**config.mk**
```make
export PLATFORM = sky130hd
export DESIGN_NAME = json_token_lexer
export DESIGN_NICKNAME = d
export VERILOG_FILES = /design/src/rtl/jtl_pkg.sv /design/src/rtl/json_token_lexer.sv
export SDC_FILE = /design/constraint.sdc
export NUM_CORES = 1
export LEC_CHECK = 0
export BUFFER_PORTS_ARGS = -buffer_cell sky130_fd_sc_hd__buf_4
export CELL_PAD_IN_SITES_DETAIL_PLACEMENT = 0
export CELL_PAD_IN_SITES_GLOBAL_PLACEMENT = 1
export CORE_MARGIN = 3
export CORE_UTILIZATION = 48
export CTS_CLUSTER_DIAMETER = 30
export DETAILED_ROUTE_END_ITERATION = 6
export PLACE_DENSITY = 0.81
export SETUP_SLACK_MARGIN = 0.5
export SYNTH_ARGS = -nofsm -noshare
export SYNTH_HDL_FRONTEND = slang
export SYNTH_SLANG_ARGS = --single-unit
```
**constraint.sdc**
```tcl
create_clock -name aclk -period 4.5 [get_ports aclk]
set_clock_uncertainty 0.1 [all_clocks]
set_input_delay 0.45 -clock aclk [delete_from_list [all_inputs] [get_ports aclk]]
set_output_delay 0.45 -clock aclk [all_outputs]
set_load 0.02 [all_outputs]
```
**src/rtl/jtl_pkg.sv**
```systemverilog
package jtl_pkg;

    localparam int unsigned FIFO_DEPTH = 4;
    localparam int unsigned PTR_W      = $clog2(FIFO_DEPTH);
    localparam int unsigned CNT_W      = $clog2(FIFO_DEPTH + 1);

    localparam logic [7:0] CH_QUOTE  = 8'h22;
    localparam logic [7:0] CH_LBRACE = 8'h7b;
    localparam logic [7:0] CH_RBRACE = 8'h7d;
    localparam logic [7:0] CH_LBRACK = 8'h5b;
    localparam logic [7:0] CH_RBRACK = 8'h5d;
    localparam logic [7:0] CH_COLON  = 8'h3a;
    localparam logic [7:0] CH_COMMA  = 8'h2c;
    localparam logic [7:0] CH_F      = 8'h66;
    localparam logic [7:0] CH_T      = 8'h74;
    localparam logic [7:0] CH_N      = 8'h6e;
    localparam logic [7:0] CH_DOT    = 8'h2e;
    localparam logic [7:0] CH_MINUS  = 8'h2d;
    localparam logic [7:0] CH_ZERO   = 8'h30;
    localparam logic [7:0] CH_NINE   = 8'h39;
    localparam logic [7:0] CH_SPACE  = 8'h20;
    localparam logic [7:0] CH_TAB    = 8'h09;
    localparam logic [7:0] CH_LF     = 8'h0a;
    localparam logic [7:0] CH_CR     = 8'h0d;

    localparam logic [2:0] SKIP_FALSE = 3'd4;
    localparam logic [2:0] SKIP_OTHER = 3'd3;

    typedef enum logic [3:0] {
        KIND_LBRACE = 4'd0,
        KIND_RBRACE = 4'd1,
        KIND_LBRACK = 4'd2,
        KIND_RBRACK = 4'd3,
        KIND_COMMA  = 4'd4,
        KIND_COLON  = 4'd5,
        KIND_STRING = 4'd6,
        KIND_NUMBER = 4'd7,
        KIND_BOOL   = 4'd8,
        KIND_NULL   = 4'd9
    } kind_t;

    typedef enum logic [1:0] {
        ERR_NONE  = 2'd0,
        ERR_START = 2'd1,
        ERR_TRUNC = 2'd2
    } err_t;

    typedef enum logic [1:0] {
        MODE_IDLE = 2'd0,
        MODE_STR  = 2'd1,
        MODE_NUM  = 2'd2,
        MODE_SKIP = 2'd3
    } mode_t;

    typedef enum logic [1:0] {
        LIT_FALSE = 2'd0,
        LIT_TRUE  = 2'd1,
        LIT_NULL  = 2'd2,
        LIT_SPARE = 2'd3
    } lit_t;

    typedef struct packed {
        err_t       err;
        logic       btrue;
        logic [7:0] vbyte;
        logic       vvalid;
        logic       done;
        kind_t      kind;
    } res_t;

    typedef struct packed {
        logic last;
        res_t res;
    } entry_t;

    typedef struct packed {
        logic       emit;
        res_t       res;
        mode_t      mode;
        logic [2:0] skip;
        lit_t       lit;
        logic       lit_set;
    } idle_t;

    localparam res_t RES_ZERO = '{err: ERR_NONE, btrue: 1'b0, vbyte: 8'h00,
                                  vvalid: 1'b0, done: 1'b0, kind: KIND_LBRACE};

    function automatic logic is_num_start(input logic [7:0] b);
        return ((b >= CH_ZERO) && (b <= CH_NINE)) || (b == CH_MINUS);
    endfunction

    function automatic logic is_num_cont(input logic [7:0] b);
        return is_num_start(b) || (b == CH_DOT);
    endfunction

    function automatic logic is_blank(input logic [7:0] b);
        return (b == CH_SPACE) || (b == CH_TAB) || (b == CH_LF) || (b == CH_CR);
    endfunction

    // Lexing of one byte between tokens; skip/lit are only meaningful with
    // mode MODE_SKIP or lit_set.
    function automatic idle_t lex_idle(input logic [7:0] b, input logic last);
        idle_t r;
        r.emit    = 1'b0;
        r.res     = RES_ZERO;
        r.mode    = MODE_IDLE;
        r.skip    = 3'd0;
        r.lit     = LIT_FALSE;
        r.lit_set = 1'b0;
        case (b)
            CH_LBRACE: begin r.emit = 1'b1; r.res.kind = KIND_LBRACE; r.res.done = 1'b1; end
            CH_RBRACE: begin r.emit = 1'b1; r.res.kind = KIND_RBRACE; r.res.done = 1'b1; end
            CH_LBRACK: begin r.emit = 1'b1; r.res.kind = KIND_LBRACK; r.res.done = 1'b1; end
            CH_RBRACK: begin r.emit = 1'b1; r.res.kind = KIND_RBRACK; r.res.done = 1'b1; end
            CH_COMMA:  begin r.emit = 1'b1; r.res.kind = KIND_COMMA;  r.res.done = 1'b1; end
            CH_COLON:  begin r.emit = 1'b1; r.res.kind = KIND_COLON;  r.res.done = 1'b1; end
            CH_QUOTE: begin
                if (last) begin
                    r.emit     = 1'b1;
                    r.res.kind = KIND_STRING;
                    r.res.err  = ERR_TRUNC;
                end else begin
                    r.mode = MODE_STR;
                end
            end
            CH_F, CH_T, CH_N: begin
                r.emit      = 1'b1;
                r.lit_set   = 1'b1;
                r.lit       = (b == CH_F) ? LIT_FALSE : ((b == CH_T) ? LIT_TRUE : LIT_NULL);
                r.res.kind  = (b == CH_N) ? KIND_NULL : KIND_BOOL;
                r.res.btrue = (b == CH_T);
                r.res.done  = 1'b1;
                if (last) begin
                    r.res.err = ERR_TRUNC;
                end else begin
                    r.skip = (b == CH_F) ? SKIP_FALSE : SKIP_OTHER;
                    r.mode = MODE_SKIP;
                end
            end
            default: begin
                if (is_blank(b)) begin
                    r.emit = 1'b0;
                end else if (is_num_start(b)) begin
                    r.emit       = 1'b1;
                    r.res.kind   = KIND_NUMBER;
                    r.res.vvalid = 1'b1;
                    r.res.vbyte  = b;
                    r.res.done   = last;
                    if (!last) begin
                        r.mode = MODE_NUM;
                    end
                end else begin
                    r.emit     = 1'b1;
                    r.res.kind = KIND_LBRACE;
                    r.res.err  = ERR_START;
                end
            end
        endcase
        return r;
    endfunction

endpackage

```
**src/rtl/json_token_lexer.sv**
```systemverilog
// JSON token lexer: takes one text byte per item (tlast marks the final byte
// of a text) and emits zero, one or two token events per byte, the last of
// them with tlast set; whitespace between tokens, a non-final opening quote
// and non-final skipped literal bytes give no event. A new byte is accepted
// every cycle as long as the four-entry result queue has room for two events;
// its events are queued and offered, behind any earlier ones, from the cycle
// after it is accepted. A byte that ends a number and starts another token
// yields two events. There is no start-up delay after reset.
module json_token_lexer import jtl_pkg::*; (
    input  logic        aclk,
    input  logic        aresetn,
    input  logic        s_axis_tvalid,
    output logic        s_axis_tready,
    input  logic [7:0]  s_axis_tdata,   // [7:0] text_byte
    input  logic        s_axis_tlast,   // end_of_text
    output logic        m_axis_tvalid,
    input  logic        m_axis_tready,
    // [3:0] token_kind, [4] token_done, [5] value_valid, [13:6] value_byte,
    // [14] bool_true, [16:15] error_code, [23:17] zero
    output logic [23:0] m_axis_tdata,
    output logic        m_axis_tlast    // last_result
);

    mode_t            mode_reg,  mode_next;
    logic [2:0]       skip_reg,  skip_next;
    lit_t             lit_reg,   lit_next;
    entry_t           fifo_reg [FIFO_DEPTH];
    logic [PTR_W-1:0] wr_ptr_reg, rd_ptr_reg;
    logic [CNT_W-1:0] count_reg, count_next;

    res_t       res0, res1;
    logic [1:0] n_res;
    idle_t      idle;
    logic       s_acc, m_acc;
    logic [1:0] push;
    logic [7:0] b;
    logic       last;

    assign b    = s_axis_tdata;
    assign last = s_axis_tlast;

    always_comb begin
        mode_next = mode_reg;
        skip_next = skip_reg;
        lit_next  = lit_reg;
        res0      = RES_ZERO;
        res1      = RES_ZERO;
        n_res     = 2'd0;
        idle      = lex_idle(b, last);
        case (mode_reg)
            MODE_STR: begin
                res0.kind = KIND_STRING;
                n_res     = 2'd1;
                if (b == CH_QUOTE) begin
                    res0.done = 1'b1;
                    mode_next = MODE_IDLE;
                end else begin
                    res0.vvalid = 1'b1;
                    res0.vbyte  = b;
                    if (last) begin
                        res0.err  = ERR_TRUNC;
                        mode_next = MODE_IDLE;
                    end
                end
            end
            MODE_NUM: begin
                res0.kind = KIND_NUMBER;
                if (is_num_cont(b)) begin
                    res0.vvalid = 1'b1;
                    res0.vbyte  = b;
                    res0.done   = last;
                    n_res       = 2'd1;
                end else begin
                    res0.done = 1'b1;
                    res1      = idle.res;
                    n_res     = idle.emit ? 2'd2 : 2'd1;
                    mode_next = idle.mode;
                    if (idle.mode == MODE_SKIP) begin
                        skip_next = idle.skip;
                    end
                    if (idle.lit_set) begin
                        lit_next = idle.lit;
                    end
                end
            end
            MODE_SKIP: begin
                if (skip_reg <= 3'd1) begin
                    skip_next = 3'd0;
                    mode_next = MODE_IDLE;
                end else begin
                    skip_next = skip_reg - 3'd1;
                    if (last) begin
                        res0.kind  = ((lit_reg == LIT_FALSE) || (lit_reg == LIT_TRUE))
                                     ? KIND_BOOL : KIND_NULL;
                        res0.btrue = (lit_reg == LIT_TRUE);
                        res0.err   = ERR_TRUNC;
                        n_res      = 2'd1;
                    end
                end
            end
            default: begin
                res0      = idle.res;
                n_res     = idle.emit ? 2'd1 : 2'd0;
                mode_next = idle.mode;
                if (idle.mode == MODE_SKIP) begin
                    skip_next = idle.skip;
                end
                if (idle.lit_set) begin
                    lit_next = idle.lit;
                end
            end
        endcase
        if (last) begin
            mode_next = MODE_IDLE;
            skip_next = 3'd0;
        end
    end

    assign s_axis_tready = (count_reg <= CNT_W'(FIFO_DEPTH - 2));
    assign s_acc         = s_axis_tvalid && s_axis_tready;
    assign m_axis_tvalid = (count_reg != '0);
    assign m_acc         = m_axis_tvalid && m_axis_tready;
    assign push          = s_acc ? n_res : 2'd0;
    assign count_next    = count_reg + CNT_W'(push) - CNT_W'(m_acc);

    assign m_axis_tdata = {7'd0, fifo_reg[rd_ptr_reg].res};
    assign m_axis_tlast = fifo_reg[rd_ptr_reg].last;

    always_ff @(posedge aclk) begin
        if (!aresetn) begin
            mode_reg   <= MODE_IDLE;
            skip_reg   <= 3'd0;
            lit_reg    <= LIT_FALSE;
            wr_ptr_reg <= '0;
            rd_ptr_reg <= '0;
            count_reg  <= '0;
        end else begin
            if (s_acc) begin
                mode_reg <= mode_next;
                skip_reg <= skip_next;
                lit_reg  <= lit_next;
            end
            wr_ptr_reg <= wr_ptr_reg + PTR_W'(push);
            if (m_acc) begin
                rd_ptr_reg <= rd_ptr_reg + PTR_W'(1);
            end
            count_reg <= count_next;
        end
    end

    always_ff @(posedge aclk) begin
        if (push != 2'd0) begin
            fifo_reg[wr_ptr_reg] <= '{last: (push == 2'd1), res: res0};
        end
        if (push == 2'd2) begin
            fifo_reg[wr_ptr_reg + PTR_W'(1)] <= '{last: 1'b1, res: res1};
        end
    end

    a_count_bound: assert property (@(posedge aclk) disable iff (!aresetn)
        count_reg <= CNT_W'(FIFO_DEPTH))
        else $error("result queue overflow");

    a_skip_mode: assert property (@(posedge aclk) disable iff (!aresetn)
        (skip_reg != 3'd0) == (mode_reg == MODE_SKIP))
        else $error("skip count and mode disagree");

    a_end_idle: assert property (@(posedge aclk) disable iff (!aresetn)
        (s_acc && s_axis_tlast) |=> (mode_reg == MODE_IDLE))
        else $error("lexer not idle after end of text");

    a_out_hold: assert property (@(posedge aclk) disable iff (!aresetn)
        (m_axis_tvalid && !m_axis_tready) |=>
            (m_axis_tvalid && $stable(m_axis_tdata) && $stable(m_axis_tlast)))
        else $error("waiting result item changed");

endmodule
```
==> results.md, run 1 <==
- Outcome: finished clean
- Total global-route track usage: 20.5%
- Synth Flop Type: edfxtp_1
- Nets: 485
- Root Driver: clkbuf_8
- CTS hold repair buffers: 0
- CP max FO: 17
- Antenna violation net count after detailed routing: 0
- DP HPWL: 8110 um
- Met1 Resource Use GR: 29.3%
- Max-capacitance violation count: 0
- First-pass GRT wire length: 18300 um
- RSZ-0062 raised after global routing: no
- Clock power frac: 22.9%
- Final setup margin: 1.08 ns
- Switching pwr: 0.754 mW
- Multi-input combinational cell area: 2230 um2
- Met3 GRT Util: 3.31%
- Max Root-Sink Buffers: 2
- Yosys cell types: 69
- Fin. Hold Viols: 0
- Top cells by count, synth: edfxtp_1 (68), nand2_1 (44), nor2_1 (35)
- Drt wl/cell: 18.4 um
- Avg Cell Area, Syn: 11.0 um2
- Post-synthesis sequential area ratio: 49.8%
- LEAKAGE: 1.86 nW
- Slew Limit Headroom: 39.3%
- Initial antenna violation count: 0
- Post_cts resized: 0
- Largest net degree at the start of global routing: 19
- Core Box Area: 9860 um2
- FF+latch count, synth: 88
- Critical path type: in -> reg
- Type of origin of the critical path: input port
- Reg clk slew, reported paths: 0.08 ns
- Critical Path Sink Type: flip-flop
- Top-area cell type share of the netlist area: 41.6%
- Hold-critical path depth: 2
- Die width: 107 um
- Detailed Route WL: 11000 um
- Buffers on Ports: 32
- Fin crit period: 3.42 ns
- CP required: 4.63 ns
- Die ar.: 11500 um2
- # Post-CTS Setup Buffers: 0
- Post-synth ARST share: 0%
- Slew @ Worst Pin: 0.909 ns
- Seq. cell area: 2440 um2
- Adder-cell share of the synthesized area: 2.70%
- Number of global-route vias before repair: 3411
- Worst-Skew Late Latency: 0.35 ns
- CTS tree: done
- Flop2flop setup slack: 1.12 ns
- Fill cell count: 850
- Power per cell area: 435 nW/um2
- Most used routing layer: met2
- Worst min-delay path class: in -> reg
- Arr. time, crit path: 3.55 ns
- Drt pass-1 iters: 5
- Multiplexer area fraction after synthesis: 8.67%
- Post-Syn Area: 4910 um2
- R2r endpoint: count_reg[2]
- Main combinational cell family by area after synthesis: simple AND/OR/NAND/NOR gates
- Worst Hold Launch: aresetn
- Most common cell in the netlist: edfxtp_1
- Max Clk Rate: 0.292 GHz
- Sink Count: 88
- Worst VDD drop: 237 uV
- 1st-iter DRT viols: 249
- Starting Density: 49.7%
- Via count: 3495
- Vias per std cell: 5.83
- RR Startpoint: mode_reg[0]
- Synth Area in XOR/XNOR: 1.43%
- Post-place setup slack: 0.749 ns
- Max H-tree Level: 3
- # DRC: 0
- Global route overflow: 0
- Cells on worst reg2reg path: 13
- Setup TNS: 0 ns
- Final slew viol count: 0
- Cts bufs inserted: 9
- Std-Cell Rows: 36
- # diodes: 0
- GPL Wtd Cong: 0.856
- Max FFs per register: 72
- Area grow syn2layout: 9.23%
- Die Ht: 107 um
- Compound-Gate Fraction of Synth Area: 12.7%
- Dominant cells by area after synthesis: edfxtp_1 (42%), mux4_2 (8.3%), dfxtp_1 (8.2%)
- Sw Ratio: 32.4%
- Final setup viols: 0
- Met2 Usage GRT: 32.6%
- Sequential share of power: 44.5%
- P_int: 1.57 mW
- Cells after Synth: 444
- Ports: 40
- Logic pwr share: 32.5%
- Area leader, netlist: edfxtp_1
- Share of cells above drive strength 1: 19.1%
- Number of synthesized flops with an enable pin: 68
- Tcrit/Tclk final: 76.0%
- Syn. warnings: 0
- Hold path endpoint: count_reg[1]
- Post-synthesis simple-gate area fraction: 19.4%
## power groups by stage
| stage | clock network, mW | logic (mW) | registers [mW] |
|---|---|---|---|
| 3_3_place_gp | 0 | 0.755 | 1.05 |
| 6_report | 0.534 | 0.758 | 1.04 |
| 4_1_cts | 0.542 | 0.769 | 1.04 |
| 5_1_grt | 0.576 | 0.827 | 1.05 |
| 3_5_place_dp | 0 | 0.767 | 1.06 |
| 2_1_floorplan | 0 | 0.558 | 1.02 |
## critical path: stages
cell and delay (ns):
buf_4 0.16, nor4b_1 0.53, nand3_1 0.23, o2111a_1 0.31
nor3_2 0.40, o31a_2 0.30, inv_1 0.06, ha_1 0.27
inv_1 0.04, ha_1 0.18, fa_1 0.38, xnor2_1 0.17
nor2_1 0.05
## stage by stage
step / instances / utilization (%) / power [mW] / cell area (um2) / hold WS [ns]
5_1_grt: 600 / 54.3 / 2.45 / 5360 / 0.280
3_5_place_dp: 584 / 52.3 / 1.82 / 5160 / 0.375
2_1_floorplan: 450 / - / 1.58 / 4930 / 0.336
6_report: 600 / 54.3 / 2.33 / 5360 / 0.274
4_1_cts: 600 / 54.3 / 2.35 / 5360 / 0.269
3_3_place_gp: 584 / 52.3 / 1.81 / 5160 / 0.366
## logic make-up (layout without fill, tap and decap cells)
logic type      Yosys count  count (layout)
buf+inv                  52              69
xor+xnor                  8               8
flops                    88              88
fa+ha+maj                10              10
other cells               1               7
simple gates            174             174
mux                      20              20
compound gates           91              91
## metal layers
metal,vias to the layer above,wire length [um]
li1,1681,-
met5,-,0
met3,13,609
met4,0,140
met1,1681,5180
met2,120,5110
## layout make-up
cell class	count	share of cell area, %
inverter	19	1.33
tap	133	3.11
multi-input combinational	310	41.6
timing repair buffer	34	4.76
sequential	88	45.6
clock inverter	6	1.26
clock buffer	10	2.38
## placed cells by master, fill, tap and decap left out, drive strengths merged, types with 6 or more instances in the layout
cell	count
mux4	18
nand2	46
dfxtp	20
edfxtp	68
and2	28
nor2	37
o21ai	18
buf	34
conb	7
o22ai	24
clkbuf	10
ha	9
or3	6
xnor2	6
inv	20
nor4	10
a21oi	15
nor3	6
nand2b	6
nand3	11
## worst max-delay path by stage
stage / from / slack [ns] / endpoint / depth (start not counted)
after floorplan: s_axis_tdata[0] / 1.17 / count_reg[2] / 13
after global placement: s_axis_tdata[4] / 0.87 / count_reg[2] / 13
after detailed placement: s_axis_tdata[4] / 0.75 / count_reg[2] / 13
after CTS: mode_reg[0] / 1.10 / count_reg[2] / 13
after global routing: mode_reg[0] / 0.82 / count_reg[2] / 13
final: s_axis_tdata[4] / 1.08 / count_reg[2] / 13
Note: power is estimated with default switching activity, not from simulation.
==> run 2, diff against run 1 <==
- ABC_AREA: default -> 1
- CORE_UTILIZATION: 48 -> 45
- PLACE_DENSITY: 0.81 -> 0.8
- clock period: 4.5 -> 3.5 ns (I/O delays scaled with it)
==> run 2 against run 1 <==
Compared with the run above: global-route usage grew 0.73 points; sequential power grew 35%; area after synthesis grew 3.2%; routed wire length grew 17%; power grew 55%; setup slack lost 0.36 ns; sequential cell count is the same; first-iteration DRC count grew 94%; critical endpoint is now fifo_reg[0][1]; largest cell class unchanged.
==> results.md, run 2 <==
- Drt pass-1 iters: 5
- Cts bufs inserted: 9
- Hold WS: 0.204 ns
- Logic pwr share: 36.2%
- Most common cell after layout, fill and taps aside: nor2_1
- Area grow syn2layout: 13.1%
- Buf/Inv on CP: 3
- Number of synthesized flops with an enable pin: 68
- Fin. Hold Viols: 0
- Reg clk slew, reported paths: 0.06 ns
- Most frequent cells in the layout: nor2_1 (109), nand2_1 (96), edfxtp_1 (68)
- Final setup margin: 0.722 ns
- Max FFs per register: 72
- Nets: 675
- Syn. warnings: 0
- Fin crit period: 2.78 ns
- Worst Hold Launch: aresetn
- RSZ-0062 raised after global routing: yes
- Top-area cell type share of the netlist area: 40.3%
- Max incr delay on CP: 0.39 ns
- Avg Cell Area, Syn: 8.14 um2
- Ports: 40
- Max-capacitance violation count: 0
- Outcome: finished clean
- Critical path type: reg -> reg
- Starting Density: 46.3%
- Std-Cell Rows: 38
- Most common cell in the netlist: nor2_1
- Via count: 4347
- Max H-tree Level: 3
- Worst min-delay path class: in -> reg
- # Post-CTS Setup Buffers: 0
- Final setup viols: 0
- Synth Flop Type: edfxtp_1
- Largest net degree at the start of global routing: 37
- DP HPWL: 9680 um
- # diodes: 0
- Core Box Area: 10900 um2
- Top cells by count, synth: nor2_1 (109), nand2_1 (98), edfxtp_1 (68)
- Detailed Route WL: 12900 um
- Share of cells above drive strength 1: 14.9%
- Post-Syn Area: 5060 um2
- Placed Cells: 781
- Worst VDD drop: 287 uV
- Buffers on Ports: 32
- Final Non-Filler Cells: 797
- Cells after Synth: 622
- Post-place setup slack: 0.474 ns
- Total global-route track usage: 21.2%
- Sw Ratio: 37.2%
- First-pass GRT wire length: 21100 um
- Number of global-route vias before repair: 4018
- Total power: 3.60 mW
- Flop2flop setup slack: 0.72 ns
- CP max stage cell: dfxtp_1
- Die Ht: 112 um
- Arr. time, crit path: 2.73 ns
- Slew Limit Headroom: 50.9%
- Power per cell area: 629 nW/um2
- LEAKAGE: 2.33 nW
- Post-synth ARST share: 0%
- CP max FO: 36
- Sink Count: 88
- # DRC: 0
- Dominant cells by area after synthesis: edfxtp_1 (40%), nor2_1 (8.1%), dfxtp_1 (7.9%)
- Post-synthesis sequential area ratio: 48.3%
- Vias per std cell: 5.45
- Antenna violation net count after detailed routing: 0
- FF+latch count, synth: 88
- Yosys cell types: 38
- Setup TNS: 0 ns
- Initial antenna violation count: 0
- Die width: 112 um
- Root Driver: clkbuf_16
- Drt wl/cell: 16.2 um
- Worst-Skew Late Latency: 0.34 ns
- Type of origin of the critical path: flip-flop
- Max Clk Rate: 0.360 GHz
- GPL Wtd Cong: 0.889
- Fill cell count: 1043
- Tcrit/Tclk final: 79.4%
- Crit-path leading delay family: simple AND/OR/NAND/NOR gates
- Critical Path Sink Type: flip-flop
- P_int: 2.26 mW
- CP required: 3.45 ns
- Global route overflow: 0
- Slew @ Worst Pin: 0.734 ns
- CTS tree: done
- Clock power frac: 25.1%
- Final slew viol count: 0
- Sequential share of power: 38.7%
- Critical path, cell by cell: inv_1 -> ha_2 -> nor2_1 -> inv_1 -> nor2_1 -> nand3_4 -> nand2_8 -> nand2_2 -> nand2_1 -> buf_12
- 1st-iter DRT viols: 484
- CP startpoint: mode_reg[0]
- Max Root-Sink Buffers: 2
- Area leader, netlist: edfxtp_1
- Switching pwr: 1.34 mW
- RR Startpoint: mode_reg[0]
- Die ar.: 12600 um2
==> run 2: cell types whose count changed in the layout (fill, tap and decap cells not counted), sizes merged, moves of 10 or more <==
cell / change
nor2: +78
nand2: +63
nand3: +52
o21ai: +52
inv: +37
and2: -28
nand4: +19
mux4: -18
buf: +14
nor4: -10
==> run 2: path summary, 6_finish.rpt <==
check                                  endpoint  depth (start not counted)
worst max-delay path             fifo_reg[0][1]                         10
worst max register to register   fifo_reg[0][1]                         10
worst min register to register  fifo_reg[1][17]                          2
worst min-delay path              wr_ptr_reg[0]                          3
==> run 2: worst min-delay path, stage by stage <==
cell	delay (ns)
buf_4	0.16
nand2_1	0.06
inv_1	0.04
==> run 2: kinds of logic (layout without fill, tap and decap cells) <==
kind of cell | Yosys count | count (layout) | share of synthesized area [%]
adders and majority gates | 10 | 10 | 2.62
DFF | 88 | 88 | 48.3
buffers and inverters | 93 | 122 | 8.41
and+or+nand+nor | 311 | 311 | 27.8
other | 1 | 7 | 0.0741
xor gates and xnor gates | 3 | 3 | 0.519
AOI/OAI and AO/OA | 116 | 116 | 12.4
==> run 2: layout make-up <==
cell class	instances	area, um2	share of cell area [%]
well taps	140	175	3.06
inverters	58	219	3.82
multi-input cells	447	2240	39.1
flip-flops and latches	88	2440	42.7
repair buffers	48	373	6.51
clock inverters	5	37.5	0.656
clock buffers	11	243	4.24
==> run 2: repair_timing <==
action,CTS,global route
hold buffers,0,0
gates cloned,0,0
endpoints found under the setup margin,12,55
gates resized for setup,1,5
==> run 2: power groups by stage <==
stage / clock network, mW / logic, mW / registers, mW
finish: 0.903 / 1.30 / 1.40
floorplan: 0 / 0.903 / 1.37
global placement: 0 / 1.29 / 1.42
detailed placement: 0 / 1.30 / 1.42
global route: 0.970 / 1.44 / 1.41
CTS: 0.923 / 1.31 / 1.40
==> run 2: per-layer routing <==
layer / GRT usage (%) / share of wire [%]
met5: 0 / 0
met4: 6.57 / 1.6
met3: 3.40 / 5.5
met2: 34.4 / 47
met1: 29.5 / 45
==> run 2: stage by stage <==
step	utilization (%)	cell area, um2
after floorplan	-	5080
final	52.4	5730
after CTS	52.2	5710
after global routing	52.4	5730
after global placement	49.6	5420
after detailed placement	49.6	5420
==> run 3, diff against run 2 <==
- CORE_UTILIZATION: 45 -> 41
- PLACE_DENSITY: 0.8 -> 0.77
- clock period: 3.5 -> 2.4 ns (I/O delays scaled with it)
==> run 3 against run 2 <==
Compared with the run above: sequential share of layout area down 8.5 points; power up 70%; largest power group is now combinational logic; clock power up 44%; setup slack worse by 0.53 ns; via count up 8.6%; combinational power up 120%.
==> results.md, run 3 (same netlist as run 2, synthesis figures left out) <==
- First-pass GRT wire length: 22200 um
- CTS hold repair buffers: 0
- Total power: 6.14 mW
- Reg clk slew, reported paths: 0.06 ns
- # DRC: 0
- Final slew viol count: 0
- Worst VDD drop: 350 uV
- Type of origin of the critical path: flip-flop
- Vias per std cell: 5.32
- CP required: 2.38 ns
- Die Ht: 117 um
- Nets: 741
- Max Clk Rate: 0.453 GHz
- Ports: 40
- Finished Cell Area: 7180 um2
- Sink Count: 88
- Share of cells above drive strength 1: 33.2%
- GPL Wtd Cong: 0.985
- Area grow syn2layout: 41.9%
- Max FFs per register: 72
- Via count: 4720
- Drt wl/cell: 17.0 um
- Slew @ Worst Pin: 0.811 ns
- Critical path type: reg -> reg
- CP max FO: 10
- Power per cell area: 855 nW/um2
- Number of global-route vias before repair: 4348
- Hold WS: 0.0764 ns
- Total global-route track usage: 21.2%
- Critical Path Sink Type: flip-flop
- Detailed Route WL: 15100 um
- Worst-Skew Late Latency: 0.35 ns
- Post-DP Area: 5960 um2
- Die width: 117 um
- 1st-iter DRT viols: 386
- Antenna violation net count after detailed routing: 0
- Final core utilization: 61.1%
- Buffers on Ports: 32
- # diodes: 0
- Starting Density: 43.0%
- Max H-tree Level: 3
- Slew Limit Headroom: 45.8%
- DP HPWL: 10200 um
- Worst min-delay path class: in -> reg
- Arr. time, crit path: 2.19 ns
- Fin. Hold Viols: 0
- Max Root-Sink Buffers: 2
- Tcrit/Tclk final: 91.9%
- Most common cell after layout, fill and taps aside: nor2_1
- Flop2flop setup slack: 0.19 ns
- Final setup viols: 0
- Fin crit period: 2.21 ns
- Root Driver: clkbuf_16
- CTS tree: done
- RSZ-0062 raised after global routing: yes
- Fill cell count: 999
- Cts bufs inserted: 9
- Global route overflow: 0
- Outcome: finished clean
- Most frequent cells in the layout: nor2_1 (90), nand2_1 (88), buf_4 (75)
- Max-capacitance violation count: 0
- Placed Cells: 846
- Drt pass-1 iters: 4
- LEAKAGE: 2.82 nW
- Core Box Area: 11800 um2
- Largest net degree at the start of global routing: 37
- Initial antenna violation count: 0
- Std-Cell Rows: 39
- Final Non-Filler Cells: 887
- Die ar.: 13700 um2
==> run 3: critical path: stages, from the launching register on <==
cell	delay, ns
dfxtp_4	0.36
buf_4	0.14
ha_2	0.18
inv_2	0.06
nand3_2	0.07
inv_2	0.07
nand2_4	0.06
nand2_8	0.07
buf_4	0.11
buf_12	0.13
nand2_8	0.12
buf_12	0.16
buf_12	0.14
nand3_1	0.07
o21ai_1	0.10
==> run 3: power breakdown <==
part / switching, mW / leakage (nW) / total, mW / internal [mW]
registers: 0.134 / 0.819 / 2.04 / 1.90
clock network: 0.596 / 0.125 / 1.30 / 0.704
logic: 1.65 / 1.87 / 2.81 / 1.16
total: 2.38 / 2.82 / 6.14 / 3.76
==> run 3: layer usage <==
layer	GRT usage [%]	vias up	wire length, um
li1	-	2311	-
met1	27.7	2242	6470
met2	35.3	140	7510
met3	4.27	27	801
met4	7.34	0	300
met5	0	-	0
==> run 3: timing repair <==
| action | 4_1_cts | 5_1_grt |
|---|---|---|
| gates resized for setup | 28 | 122 |
| pin swaps | 11 | 21 |
| cloned | 2 | 6 |
| setup buffers | 5 | 12 |
| setup endpoints to repair | 163 | 158 |
==> run 3: final cells by class <==
cell class	instances	area (um2)	share of cell area [%]
clock buffers	10	229	3.19
clock inverters	6	45.0	0.627
inverters	58	245	3.42
multi-input cells	449	2820	39.3
flip-flops and latches	88	2450	34.1
well taps	164	205	2.86
repair buffers	112	1180	16.5
==> run 3: final timing paths <==
kind | to | startpoint | depth (start not counted)
hold reg to reg | fifo_reg[1][17] | fifo_reg[1][17] | 2
hold / removal | count_reg[0] | aresetn | 3
setup reg to reg | fifo_reg[2][3] | mode_reg[0] | 14
setup / recovery | fifo_reg[2][3] | mode_reg[0] | 14
==> run 3: metrics by stage <==
stage | worst slack (ns) | TNS [ns]
2_1_floorplan | -0.0691 | -0.107
3_3_place_gp | -0.0924 | -0.306
3_5_place_dp | -0.154 | -3.58
4_1_cts | 0.207 | 0
5_1_grt | 0.127 | 0
6_report | 0.193 | 0
